File: config.mk
export PLATFORM = sky130hd
export DESIGN_NAME = dht22_frame_decoder_filter_flat
export DESIGN_NICKNAME = d
export VERILOG_FILES = /design/src/rtl/core/dht_pkg.sv /design/src/rtl/core/dht_ifs.sv /design/src/rtl/core/dht_front.sv /design/src/rtl/core/dht_queue.sv /design/src/rtl/core/dht_back.sv /design/src/rtl/core/dht22_frame_decoder_filter.sv /design/src/flat_wrapper.sv
export SDC_FILE = /design/constraint.sdc
export NUM_CORES = 1
export LEC_CHECK = 0
export BUFFER_PORTS_ARGS = -buffer_cell sky130_fd_sc_hd__buf_4
export CAP_MARGIN = 0
export CORE_MARGIN = 3
export CORE_UTILIZATION = 42
export CTS_CLUSTER_SIZE = 30
export DETAILED_ROUTE_END_ITERATION = 8
export GPL_TIMING_DRIVEN = 0
export HOLD_SLACK_MARGIN = 0.02
export SLEW_MARGIN = 30
export SYNTH_ARGS = -nofsm -noshare
export SYNTH_HDL_FRONTEND = slang
export SYNTH_SLANG_ARGS = --single-unit
File: constraint.sdc
create_clock -name clk -period 9.74 [get_ports clk]
set_input_delay 0.487 -clock clk [delete_from_list [all_inputs] [get_ports clk]]
set_output_delay 0.487 -clock clk [all_outputs]
set_load 0.02 [all_outputs]
File: src/rtl/core/dht_pkg.sv
// Shared types, codes and defaults for the DHT22 frame decoder and filter.
// No dependencies; the front, queue, back and top-level files import this package.
package dht_pkg;

	// Frame geometry
	localparam int FRAME_BITS = 40;
	localparam logic [5:0] FRAME_LAST_BIT = 6'd39;

	// Default depth of the queue between front and back
	localparam int DHT_QUEUE_DEPTH = 2;

	// Register reset values
	localparam logic [9:0]  BIT_THRESHOLD_RST     = 10'd64;
	localparam logic [14:0] PARSE_TEMP_LIMIT_RST  = 15'd800;
	localparam logic [15:0] HUM_LIMIT_RST         = 16'd1000;
	localparam logic [14:0] ACCEPT_TEMP_LIMIT_RST = 15'd600;
	localparam logic [14:0] MAX_TEMP_JUMP_RST     = 15'd30;
	localparam logic [15:0] MAX_HUM_JUMP_RST      = 16'd100;

	typedef enum logic [2:0] {
		REG_BIT_THRESHOLD     = 3'd0,
		REG_PARSE_TEMP_LIMIT  = 3'd1,
		REG_HUM_LIMIT         = 3'd2,
		REG_ACCEPT_TEMP_LIMIT = 3'd3,
		REG_MAX_TEMP_JUMP     = 3'd4,
		REG_MAX_HUM_JUMP      = 3'd5
	} reg_idx_t;

	typedef enum logic [1:0] {
		OP_START     = 2'd0,
		OP_BIT       = 2'd1,
		OP_HANDSHAKE = 2'd2
	} op_t;

	typedef enum logic [2:0] {
		ST_OK          = 3'd0,
		ST_HANDSHAKE1  = 3'd1,
		ST_HANDSHAKE2  = 3'd2,
		ST_HANDSHAKE3  = 3'd3,
		ST_BIT_TIMEOUT = 3'd4,
		ST_CHECKSUM    = 3'd5,
		ST_FILTER      = 3'd6
	} status_t;

	typedef enum logic [1:0] {
		MODE_AS_IS = 2'd0,
		MODE_RIGHT = 2'd1,
		MODE_LEFT  = 2'd2
	} mode_t;

	// Command kinds handed from front to back
	typedef enum logic [1:0] {
		CMD_HANDSHAKE   = 2'd0,
		CMD_BIT_TIMEOUT = 2'd1,
		CMD_FRAME       = 2'd2
	} cmd_kind_t;

	typedef struct packed {
		cmd_kind_t              kind;
		logic [1:0]             stage;
		logic [FRAME_BITS-1:0]  frame;
	} cmd_t;

	// Configuration register file
	typedef struct packed {
		logic [9:0]  bit_threshold_us;
		logic [14:0] parse_temp_limit;
		logic [15:0] hum_limit;
		logic [14:0] accept_temp_limit;
		logic [14:0] max_temp_jump;
		logic [15:0] max_hum_jump;
	} cfg_t;

endpackage

File: src/rtl/core/dht_ifs.sv
// Valid/ready channel interfaces for the decoder input and result words.
// Depends on nothing.
interface dht_in_if;
	logic        valid;
	logic        ready;
	logic [1:0]  op;
	logic [13:0] pulse_width_us;
	logic [1:0]  handshake_stage;

	modport source (output valid, op, pulse_width_us, handshake_stage, input ready);
	modport sink   (input valid, op, pulse_width_us, handshake_stage, output ready);
endinterface

interface dht_out_if;
	logic        valid;
	logic        ready;
	logic [2:0]  status;
	logic [1:0]  align_mode;
	logic [14:0] temp_tenths;
	logic [15:0] hum_tenths;
	logic [7:0]  frame_checksum;

	modport source (output valid, status, align_mode, temp_tenths, hum_tenths,
		frame_checksum, input ready);
	modport sink   (input valid, status, align_mode, temp_tenths, hum_tenths,
		frame_checksum, output ready);
endinterface

File: src/rtl/core/dht_front.sv
// Front end: accepts input words, assembles the 40-bit frame and issues
// commands for the back end. Depends on dht_pkg and dht_in_if.
module dht_front
	import dht_pkg::*;
(
	input  logic        clk,
	input  logic        arst_n,
	dht_in_if.sink      in_ch,
	input  logic [9:0]  bit_threshold_us,
	output logic        push_valid,
	input  logic        push_ready,
	output cmd_t        push_cmd
);

	logic [FRAME_BITS-1:0] frame_q, frame_d;
	logic [5:0]            cnt_q, cnt_d;
	logic                  active_q, active_d;
	logic                  accept;
	logic                  bit_val;

	assign in_ch.ready = push_ready;
	assign accept      = in_ch.valid && in_ch.ready;
	assign bit_val     = in_ch.pulse_width_us > {4'd0, bit_threshold_us};

	// Classify the word and step the frame assembly
	always_comb begin
		frame_d        = frame_q;
		cnt_d          = cnt_q;
		active_d       = active_q;
		push_valid     = 1'b0;
		push_cmd.kind  = CMD_HANDSHAKE;
		push_cmd.stage = in_ch.handshake_stage;
		push_cmd.frame = {frame_q[FRAME_BITS-2:0], bit_val};
		if (accept) begin
			case (op_t'(in_ch.op))
				OP_START: begin
					frame_d  = '0;
					cnt_d    = '0;
					active_d = 1'b1;
				end
				OP_HANDSHAKE: begin
					active_d   = 1'b0;
					cnt_d      = '0;
					push_valid = 1'b1;
					// stage zero reports as the first stage
					if (in_ch.handshake_stage == 2'd0)
						push_cmd.stage = 2'd1;
				end
				OP_BIT: begin
					if (active_q) begin
						if (in_ch.pulse_width_us == '0 && cnt_q != FRAME_LAST_BIT) begin
							active_d      = 1'b0;
							cnt_d         = '0;
							push_valid    = 1'b1;
							push_cmd.kind = CMD_BIT_TIMEOUT;
						end else if (cnt_q == FRAME_LAST_BIT) begin
							active_d      = 1'b0;
							cnt_d         = '0;
							frame_d       = push_cmd.frame;
							push_valid    = 1'b1;
							push_cmd.kind = CMD_FRAME;
						end else begin
							frame_d = {frame_q[FRAME_BITS-2:0], bit_val};
							cnt_d   = cnt_q + 6'd1;
						end
					end
				end
				default: ;
			endcase
		end
	end

	always_ff @(posedge clk or negedge arst_n) begin
		if (!arst_n) begin
			frame_q  <= '0;
			cnt_q    <= '0;
			active_q <= 1'b0;
		end else begin
			frame_q  <= frame_d;
			cnt_q    <= cnt_d;
			active_q <= active_d;
		end
	end

endmodule

File: src/rtl/core/dht_queue.sv
// Short command queue between front and back end.
// Depends on dht_pkg for the command type.
module dht_queue
	import dht_pkg::*;
#(
	parameter int DEPTH = DHT_QUEUE_DEPTH
) (
	input  logic clk,
	input  logic arst_n,
	input  logic push_valid,
	output logic push_ready,
	input  cmd_t push_cmd,
	output logic pop_valid,
	input  logic pop_ready,
	output cmd_t pop_cmd
);

	localparam int PW = (DEPTH > 1) ? $clog2(DEPTH) : 1;
	localparam int CW = $clog2(DEPTH + 1);

	cmd_t          mem_q [DEPTH];
	logic [PW-1:0] wr_ptr_q, rd_ptr_q;
	logic [CW-1:0] count_q;
	logic          push, pop;

	assign push_ready = count_q != CW'(DEPTH);
	assign pop_valid  = count_q != '0;
	assign pop_cmd    = mem_q[rd_ptr_q];
	assign push       = push_valid && push_ready;
	assign pop        = pop_valid && pop_ready;

	// Storage, no reset needed
	always_ff @(posedge clk) begin
		if (push)
			mem_q[wr_ptr_q] <= push_cmd;
	end

	// Pointers and fill count
	always_ff @(posedge clk or negedge arst_n) begin
		if (!arst_n) begin
			wr_ptr_q <= '0;
			rd_ptr_q <= '0;
			count_q  <= '0;
		end else begin
			if (push)
				wr_ptr_q <= (wr_ptr_q == PW'(DEPTH - 1)) ? '0 : wr_ptr_q + PW'(1);
			if (pop)
				rd_ptr_q <= (rd_ptr_q == PW'(DEPTH - 1)) ? '0 : rd_ptr_q + PW'(1);
			if (push && !pop)
				count_q <= count_q + CW'(1);
			else if (pop && !push)
				count_q <= count_q - CW'(1);
		end
	end

	a_count_bound: assert property (@(posedge clk) disable iff (!arst_n)
		count_q <= CW'(DEPTH))
		else $error("queue fill count beyond depth");

	a_no_overflow: assert property (@(posedge clk) disable iff (!arst_n)
		push_valid && !push_ready |=> count_q == CW'(DEPTH) || $past(pop))
		else $error("queue refused a push while not full");

endmodule

File: src/rtl/core/dht_back.sv
// Back end: tries the three frame alignments, then applies the range and
// jump filter against the last valid reading and holds the result word.
// Depends on dht_pkg and dht_out_if.
module dht_back
	import dht_pkg::*;
(
	input  logic     clk,
	input  logic     arst_n,
	input  cfg_t     cfg,
	input  logic     cmd_valid,
	output logic     cmd_ready,
	input  cmd_t     cmd,
	dht_out_if.source out_ch
);

	typedef struct packed {
		logic        pass;
		logic [14:0] temp;
		logic [15:0] hum;
		logic [7:0]  cs;
	} cand_t;

	// Checksum and range check of one alignment
	function automatic cand_t eval_cand(input logic [FRAME_BITS-1:0] f,
		input logic [14:0] plim, input logic [15:0] hlim);
		cand_t       r;
		logic [15:0] raw;
		r.cs   = f[39:32] + f[31:24] + f[23:16] + f[15:8];
		r.hum  = f[39:24];
		raw    = f[23:8];
		r.temp = raw[15] ? 15'd0 : raw[14:0];
		r.pass = (r.cs == f[7:0]) && (r.hum <= hlim) && (r.temp <= plim);
		return r;
	endfunction

	function automatic logic [15:0] abs_diff(input logic [15:0] a, input logic [15:0] b);
		return (a > b) ? a - b : b - a;
	endfunction

	// Stage 1 registers: chosen candidate
	logic        valid_s1;
	cmd_kind_t   kind_s1;
	logic [1:0]  stage_s1;
	logic        found_s1;
	mode_t       mode_s1;
	logic [14:0] temp_s1;
	logic [15:0] hum_s1;
	logic [7:0]  cs_s1;

	// Output and filter state
	logic        out_valid_q;
	status_t     status_q;
	mode_t       mode_q;
	logic [14:0] temp_q;
	logic [15:0] hum_q;
	logic [7:0]  cs_q;
	logic [14:0] last_temp_q;
	logic [15:0] last_hum_q;
	logic        have_valid_q;

	cand_t c0, c1, c2;
	logic  adv, take;
	logic  filt_ok;

	assign adv       = valid_s1 && (!out_valid_q || out_ch.ready);
	assign take      = cmd_valid && (!valid_s1 || adv);
	assign cmd_ready = !valid_s1 || adv;

	assign c0 = eval_cand(cmd.frame, cfg.parse_temp_limit, cfg.hum_limit);
	assign c1 = eval_cand({1'b0, cmd.frame[FRAME_BITS-1:1]}, cfg.parse_temp_limit,
		cfg.hum_limit);
	assign c2 = eval_cand({cmd.frame[FRAME_BITS-2:0], 1'b0}, cfg.parse_temp_limit,
		cfg.hum_limit);

	// Stage 1: pick the first alignment that passes
	always_ff @(posedge clk or negedge arst_n) begin
		if (!arst_n)
			valid_s1 <= 1'b0;
		else if (take || adv)
			valid_s1 <= take;
	end

	always_ff @(posedge clk) begin
		if (take) begin
			kind_s1  <= cmd.kind;
			stage_s1 <= cmd.stage;
			found_s1 <= c0.pass || c1.pass || c2.pass;
			if (c0.pass) begin
				mode_s1 <= MODE_AS_IS;
				temp_s1 <= c0.temp;
				hum_s1  <= c0.hum;
				cs_s1   <= c0.cs;
			end else if (c1.pass) begin
				mode_s1 <= MODE_RIGHT;
				temp_s1 <= c1.temp;
				hum_s1  <= c1.hum;
				cs_s1   <= c1.cs;
			end else if (c2.pass) begin
				mode_s1 <= MODE_LEFT;
				temp_s1 <= c2.temp;
				hum_s1  <= c2.hum;
				cs_s1   <= c2.cs;
			end else begin
				// no alignment passed: report the sum as received
				mode_s1 <= MODE_AS_IS;
				temp_s1 <= c0.temp;
				hum_s1  <= c0.hum;
				cs_s1   <= c0.cs;
			end
		end
	end

	// Plausibility and jump check against the last valid reading
	always_comb begin
		filt_ok = (temp_s1 <= cfg.accept_temp_limit) && (hum_s1 <= cfg.hum_limit);
		if (have_valid_q)
			filt_ok = filt_ok
				&& (abs_diff({1'b0, temp_s1}, {1'b0, last_temp_q}) <= {1'b0, cfg.max_temp_jump})
				&& (abs_diff(hum_s1, last_hum_q) <= cfg.max_hum_jump);
	end

	// Stage 2: result word and last valid reading
	always_ff @(posedge clk or negedge arst_n) begin
		if (!arst_n) begin
			out_valid_q  <= 1'b0;
			last_temp_q  <= '0;
			last_hum_q   <= '0;
			have_valid_q <= 1'b0;
		end else begin
			if (adv)
				out_valid_q <= 1'b1;
			else if (out_ch.ready)
				out_valid_q <= 1'b0;
			if (adv && kind_s1 == CMD_FRAME && found_s1 && filt_ok) begin
				last_temp_q  <= temp_s1;
				last_hum_q   <= hum_s1;
				have_valid_q <= 1'b1;
			end
		end
	end

	always_ff @(posedge clk) begin
		if (adv) begin
			mode_q <= MODE_AS_IS;
			temp_q <= last_temp_q;
			hum_q  <= last_hum_q;
			cs_q   <= '0;
			case (kind_s1)
				CMD_HANDSHAKE:   status_q <= status_t'({1'b0, stage_s1});
				CMD_BIT_TIMEOUT: status_q <= ST_BIT_TIMEOUT;
				CMD_FRAME: begin
					cs_q <= cs_s1;
					if (!found_s1) begin
						status_q <= ST_CHECKSUM;
					end else if (filt_ok) begin
						status_q <= ST_OK;
						mode_q   <= mode_s1;
						temp_q   <= temp_s1;
						hum_q    <= hum_s1;
					end else begin
						status_q <= ST_FILTER;
						mode_q   <= mode_s1;
					end
				end
				default: status_q <= ST_BIT_TIMEOUT;
			endcase
		end
	end

	assign out_ch.valid          = out_valid_q;
	assign out_ch.status         = status_q;
	assign out_ch.align_mode     = mode_q;
	assign out_ch.temp_tenths    = temp_q;
	assign out_ch.hum_tenths     = hum_q;
	assign out_ch.frame_checksum = cs_q;

	a_ok_has_valid: assert property (@(posedge clk) disable iff (!arst_n)
		out_valid_q && status_q == ST_OK |-> have_valid_q)
		else $error("ok word without a valid reading stored");

	a_s1_holds: assert property (@(posedge clk) disable iff (!arst_n)
		valid_s1 && !adv |=> valid_s1 && $stable(kind_s1) && $stable(cs_s1))
		else $error("stage 1 lost its word while stalled");

endmodule

File: src/rtl/core/dht22_frame_decoder_filter.sv
// DHT22 frame decoder and filter, top level. Depends on dht_pkg, dht_ifs,
// dht_front, dht_queue and dht_back.
// Throughput: one input word per cycle while the queue has room; the filter feedback never stalls.
// A word that ends or aborts a frame passes the queue, stage 1 and the output register in turn.
// Reset: asynchronous and active low; frame, last valid reading and queue clear at once and
// the registers return to their defaults; there is no clearing pass.
module dht22_frame_decoder_filter
	import dht_pkg::*;
#(
	parameter int QUEUE_DEPTH = DHT_QUEUE_DEPTH
) (
	input  logic        clk,
	input  logic        arst_n,
	dht_in_if.sink      in_ch,
	dht_out_if.source   out_ch,
	input  logic        wr_en,
	input  logic [2:0]  wr_index,
	input  logic [15:0] wr_data
);

	cfg_t cfg_q;
	logic push_valid, push_ready, pop_valid, pop_ready;
	cmd_t push_cmd, pop_cmd;

	// Configuration registers
	always_ff @(posedge clk or negedge arst_n) begin
		if (!arst_n) begin
			cfg_q.bit_threshold_us  <= BIT_THRESHOLD_RST;
			cfg_q.parse_temp_limit  <= PARSE_TEMP_LIMIT_RST;
			cfg_q.hum_limit         <= HUM_LIMIT_RST;
			cfg_q.accept_temp_limit <= ACCEPT_TEMP_LIMIT_RST;
			cfg_q.max_temp_jump     <= MAX_TEMP_JUMP_RST;
			cfg_q.max_hum_jump      <= MAX_HUM_JUMP_RST;
		end else if (wr_en) begin
			case (reg_idx_t'(wr_index))
				REG_BIT_THRESHOLD:     cfg_q.bit_threshold_us  <= wr_data[9:0];
				REG_PARSE_TEMP_LIMIT:  cfg_q.parse_temp_limit  <= wr_data[14:0];
				REG_HUM_LIMIT:         cfg_q.hum_limit         <= wr_data;
				REG_ACCEPT_TEMP_LIMIT: cfg_q.accept_temp_limit <= wr_data[14:0];
				REG_MAX_TEMP_JUMP:     cfg_q.max_temp_jump     <= wr_data[14:0];
				REG_MAX_HUM_JUMP:      cfg_q.max_hum_jump      <= wr_data;
				default: ;
			endcase
		end
	end

	dht_front u_front (
		.clk              (clk),
		.arst_n           (arst_n),
		.in_ch            (in_ch),
		.bit_threshold_us (cfg_q.bit_threshold_us),
		.push_valid       (push_valid),
		.push_ready       (push_ready),
		.push_cmd         (push_cmd)
	);

	dht_queue #(
		.DEPTH (QUEUE_DEPTH)
	) u_queue (
		.clk        (clk),
		.arst_n     (arst_n),
		.push_valid (push_valid),
		.push_ready (push_ready),
		.push_cmd   (push_cmd),
		.pop_valid  (pop_valid),
		.pop_ready  (pop_ready),
		.pop_cmd    (pop_cmd)
	);

	dht_back u_back (
		.clk       (clk),
		.arst_n    (arst_n),
		.cfg       (cfg_q),
		.cmd_valid (pop_valid),
		.cmd_ready (pop_ready),
		.cmd       (pop_cmd),
		.out_ch    (out_ch)
	);

endmodule
File: src/flat_wrapper.sv
// flat-port wrapper written by rule: the top's interface ports become plain ports
module dht22_frame_decoder_filter_flat import dht_pkg::*;
#(
	parameter int QUEUE_DEPTH = DHT_QUEUE_DEPTH
)
  (clk, arst_n, wr_en, wr_index, wr_data, in_ch_valid, in_ch_op, in_ch_pulse_width_us, in_ch_handshake_stage, in_ch_ready, out_ch_valid, out_ch_status, out_ch_align_mode, out_ch_temp_tenths, out_ch_hum_tenths, out_ch_frame_checksum, out_ch_ready);
  dht_in_if in_ch_i ();
  dht_out_if out_ch_i ();
  input  logic clk;
  input  logic arst_n;
  input  logic wr_en;
  input  logic [2:0] wr_index;
  input  logic [15:0] wr_data;
  input wire logic [$bits(in_ch_i.valid)-1:0] in_ch_valid;
  input wire logic [$bits(in_ch_i.op)-1:0] in_ch_op;
  input wire logic [$bits(in_ch_i.pulse_width_us)-1:0] in_ch_pulse_width_us;
  input wire logic [$bits(in_ch_i.handshake_stage)-1:0] in_ch_handshake_stage;
  output wire logic [$bits(in_ch_i.ready)-1:0] in_ch_ready;
  output wire logic [$bits(out_ch_i.valid)-1:0] out_ch_valid;
  output wire logic [$bits(out_ch_i.status)-1:0] out_ch_status;
  output wire logic [$bits(out_ch_i.align_mode)-1:0] out_ch_align_mode;
  output wire logic [$bits(out_ch_i.temp_tenths)-1:0] out_ch_temp_tenths;
  output wire logic [$bits(out_ch_i.hum_tenths)-1:0] out_ch_hum_tenths;
  output wire logic [$bits(out_ch_i.frame_checksum)-1:0] out_ch_frame_checksum;
  input wire logic [$bits(out_ch_i.ready)-1:0] out_ch_ready;
  assign in_ch_i.valid = in_ch_valid;
  assign in_ch_i.op = in_ch_op;
  assign in_ch_i.pulse_width_us = in_ch_pulse_width_us;
  assign in_ch_i.handshake_stage = in_ch_handshake_stage;
  assign in_ch_ready = in_ch_i.ready;
  assign out_ch_valid = out_ch_i.valid;
  assign out_ch_status = out_ch_i.status;
  assign out_ch_align_mode = out_ch_i.align_mode;
  assign out_ch_temp_tenths = out_ch_i.temp_tenths;
  assign out_ch_hum_tenths = out_ch_i.hum_tenths;
  assign out_ch_frame_checksum = out_ch_i.frame_checksum;
  assign out_ch_i.ready = out_ch_ready;
  dht22_frame_decoder_filter #(.QUEUE_DEPTH(QUEUE_DEPTH)) u_core (.clk(clk), .arst_n(arst_n), .in_ch(in_ch_i), .out_ch(out_ch_i), .wr_en(wr_en), .wr_index(wr_index), .wr_data(wr_data));
endmodule
==> results.cfg <==
[flow_run]
drv_cap = 0

[floorplan]
core_mm2 = 0.0515
fp.dieW_um = 235
dieArea_mm2 = 0.0551
rows = 83
die-height_um = 235
start_util_pct = 42.7
io_pins = 88

[synth]
avgSynthCellArea_um2 = 10.8
yosysWarnings = 0
yosysSeqAreaShare_pct = 43.9
synth-main-ff-cell = edfxtp_1
syn_nets = 2342
synthesis.area_mm2 = 0.0220
synth_cell_types = 78
syn_inst = 2029
synth_edf_count = 178
synth-seq-cells = 349
synthArstFlopShare_pct = 49.0

[setup_path]
crit_chain = buf_4 > buf_4 > buf_1 > mux2i_1 > inv_1 > fa_1 > fa_1 > ha_1 > fa_1 > nand3_1 > nand2_1 > xor2_1 > nor4_1 > o2111ai_1 > nor3_2 > o21ai_1 > buf_2 > a22oi_1 > nand2_1
r2r_start = u_core.u_queue.rd_ptr_q
r2r_cells = 19
worstSetupEndpointType = register
cp_slowest_cell = buf_1
setup.worst_path.class = register to register
r2r_end = u_core.u_back.temp_s1[14]
cp_common_cell = fa_1
critPathMaxStageDelay_ps = 640
r2r_slack_ps = 2650
cp_max_fo = 10
critPathArrivalTime_ps = 7400
worstPathRequired_ps = 10050
cp-start-kind = register

[final_layout]
syn_to_final_growth_pct = 13.7
drive_gt1_share_pct = 13.2
final_util_pct = 48.5
fill_cells = 4723
nets = 2478
stdcell_count = 2877
diodes = 0
finish.instance_area_mm2 = 0.0250

[sta]
fin_crit_ps = 7090
whs_ps = 169
timing.setup.tns_ps = 0
max_freq_mhz = 141
slew_viol_final = 0
slew_headroom_pct = 36.9
fin_skew_ps = 26.1
fin_ws_ps = 2650
hold_viol = 0
tightest_slew_ps = 920
finalSetupViolCount = 0
rsz0062_at_grt = no
fin_crit_sh_pct = 72.8

[clock_network]
tritoncts = done
cts_setup_buffers = 0
cts_sinks = 349
clockRootBuffer = clkbuf_16
htreeDepth = 2
cts_made_buffers = 40
clk_pin_slew_ps = 60
clkLatencyLatePin_ps = 580
clockBufferDepth = 3

[drt]
routed_wl_mm = 59.4
dr.pass1.iters = 5
ant_nets = 0
via_per_inst = 5.64
drt_iter0_markers = 1099
drc = 0
wire_per_inst_um = 20.6
vias = 16200

[pwr]
power.total_mw = 9.43
p_leak_nw = 11.4
peakVddDrop_mv = 0.176
p_per_area_mw_per_mm2 = 377

[global_routing]
grt_pass1_vias = 16500
grt_usage_pct = 21.1
grt.overflow.total = 0
antenna_found_initial = 0
grt_start_max_net_pins = 81
grt_pass1_wl_mm = 92.0

[place]
place_ws_ps = 2670
place_area_mm2 = 0.0237
port_buffers = 86
dp_cells = 2802
globalplace.congestion = 0.959
dpl.hpwl_mm = 44.9

[hold_path]
whs_path_depth = 3
hp-class = input port to register
worstHoldStart = wr_data[15]
hold_end = u_core.cfg_q[61]

[status]
status = completed
-- routing by layer --
metal  part of all wire, %  routed length (um)  up-vias  global-route usage [%]
li1                      -                   -     7673                       -
met1                    45               26400     7982                    27.8
met2                    47               27900      445                    35.2
met3                   4.5                2660      137                    2.59
met4                   4.0                2350        0                    8.90
met5                     0                   0        -                       0
-- worst max-delay path: cells and delay by family (launching register included) --
family	cells	cell delay [ps]
buf+inv	5	1610
simple gates	5	1400
flops	1	320
fa+ha+maj	4	1930
xor+xnor	1	190
compound gates	3	820
mux	1	560
-- worst max path at each step --
stage,end,depth (start not counted),slack (ps),start
after global routing,u_core.u_back.temp_s1[3],19,2380,u_core.u_queue.rd_ptr_q
final,u_core.u_back.temp_s1[14],19,2650,u_core.u_queue.rd_ptr_q
after detailed placement,u_core.u_back.temp_s1[14],19,2670,u_core.u_queue.rd_ptr_q
after floorplan,u_core.u_back.cs_s1[4],20,4330,u_core.u_queue.rd_ptr_q
after global placement,u_core.u_back.temp_s1[14],19,2710,u_core.u_queue.rd_ptr_q
after CTS,u_core.u_back.cs_s1[0],18,2670,u_core.u_queue.rd_ptr_q
-- cells in the final DEF (no fill, tap or decap), types with 9 or more instances in the layout --
cell,instances
o21a_1,21
nand2_1,135
o22ai_1,22
inv_1,190
mux2_2,57
a31oi_1,9
a2bb2oi_2,10
fa_1,24
nor2_1,80
nand3_1,27
mux2i_1,99
a21oi_1,124
buf_4,92
edfxtp_1,178
and2_1,15
nor2b_1,26
and3_1,13
dfstp_2,21
xnor2_1,40
a22oi_1,21
a22o_1,46
clkbuf_16,41
o21ai_1,12
dfrtp_1,150
clkbuf_1,49
buf_2,22
nor3_1,9
a21o_1,46
xor2_1,34
o21ai_0,118
a211oi_1,12
ha_1,247
nand4_1,38
-- what timing repair did --
action,CTS,global route
gates resized for setup,0,0
hold buffers,1,0
endpoints found under the hold margin,27,0
-- cells in the mapped netlist (14+ instances only) --
master / count / share of area [%]
mux2i_1: 99 / 4.5
ha_1: 247 / 14
nor2b_1: 26 / 0.74
a22oi_1: 21 / 0.72
dfrtp_1: 150 / 17
fa_1: 24 / 2.2
a21o_1: 46 / 1.6
xnor2_1: 40 / 1.6
mux2_2: 57 / 2.9
o22ai_1: 22 / 0.63
and3_1: 14 / 0.40
nand3_1: 27 / 0.61
nor2_1: 81 / 1.4
o21ai_0: 118 / 2.7
xor2_1: 34 / 1.4
a21oi_1: 124 / 2.8
a22o_1: 46 / 1.8
and2_1: 16 / 0.46
nand2_1: 135 / 2.3
o21a_1: 21 / 0.72
edfxtp_1: 178 / 24
dfstp_2: 21 / 2.5
nand4_1: 38 / 1.1
inv_1: 191 / 3.3
buf_2: 21 / 0.48
clkbuf_1: 40 / 0.68
-- flip-flops by register name (all words and copies together) (netlist names), 3 cells and up --
| signal | flops |
|---|---|
| u_core.u_back.last_temp_q | 15 |
| u_core.u_back.out_ch.hum_tenths | 16 |
| u_core.u_back.cs_s1 | 8 |
| u_core.cfg_q | 87 |
| u_core.u_back.last_hum_q | 16 |
| u_core.u_front.cnt_q | 6 |
| u_core.u_back.out_ch.frame_checksum | 8 |
| u_core.u_front.frame_q | 39 |
| u_core.u_queue.mem_q | 88 |
| u_core.u_back.hum_s1 | 16 |
| u_core.u_back.out_ch.temp_tenths | 15 |
| u_core.u_back.temp_s1 | 15 |
| u_core.u_back.out_ch.status | 3 |
-- power breakdown --
group / total [mW] / switching, mW / internal, mW / leakage [nW]
Sequential: 2.25 / 0.229 / 2.02 / 3.76
Combinational: 5.68 / 3.34 / 2.34 / 7.05
Clock: 1.50 / 0.621 / 0.881 / 0.643
Total: 9.43 / 4.19 / 5.24 / 11.4
-- kinds of logic after synthesis --
family	count (synthesis)	share of synthesized area, %
DFF	349	43.9
muxes	157	7.49
xor gates and xnor gates	75	3.07
adders and majority gates	271	16.2
buffers and inverters	267	4.83
and+or+nand+nor	396	9.00
AOI/OAI and AO/OA	514	15.5
-- cell type report --
class                           instances  area [um^2]  area share [%]
Timing Repair Buffer                   94          826            3.30
Clock buffer                           53         1100            4.41
Buffer                                 76          345            1.38
Sequential cell                       349         9650            38.6
Tap cell                              680          851            3.40
Multi-Input combinational cell       1413        11300            45.2
Inverter                              191          719            2.88
Clock inverter                         21          203           0.811
No activity file was read; power rests on OpenSTA's default activity.
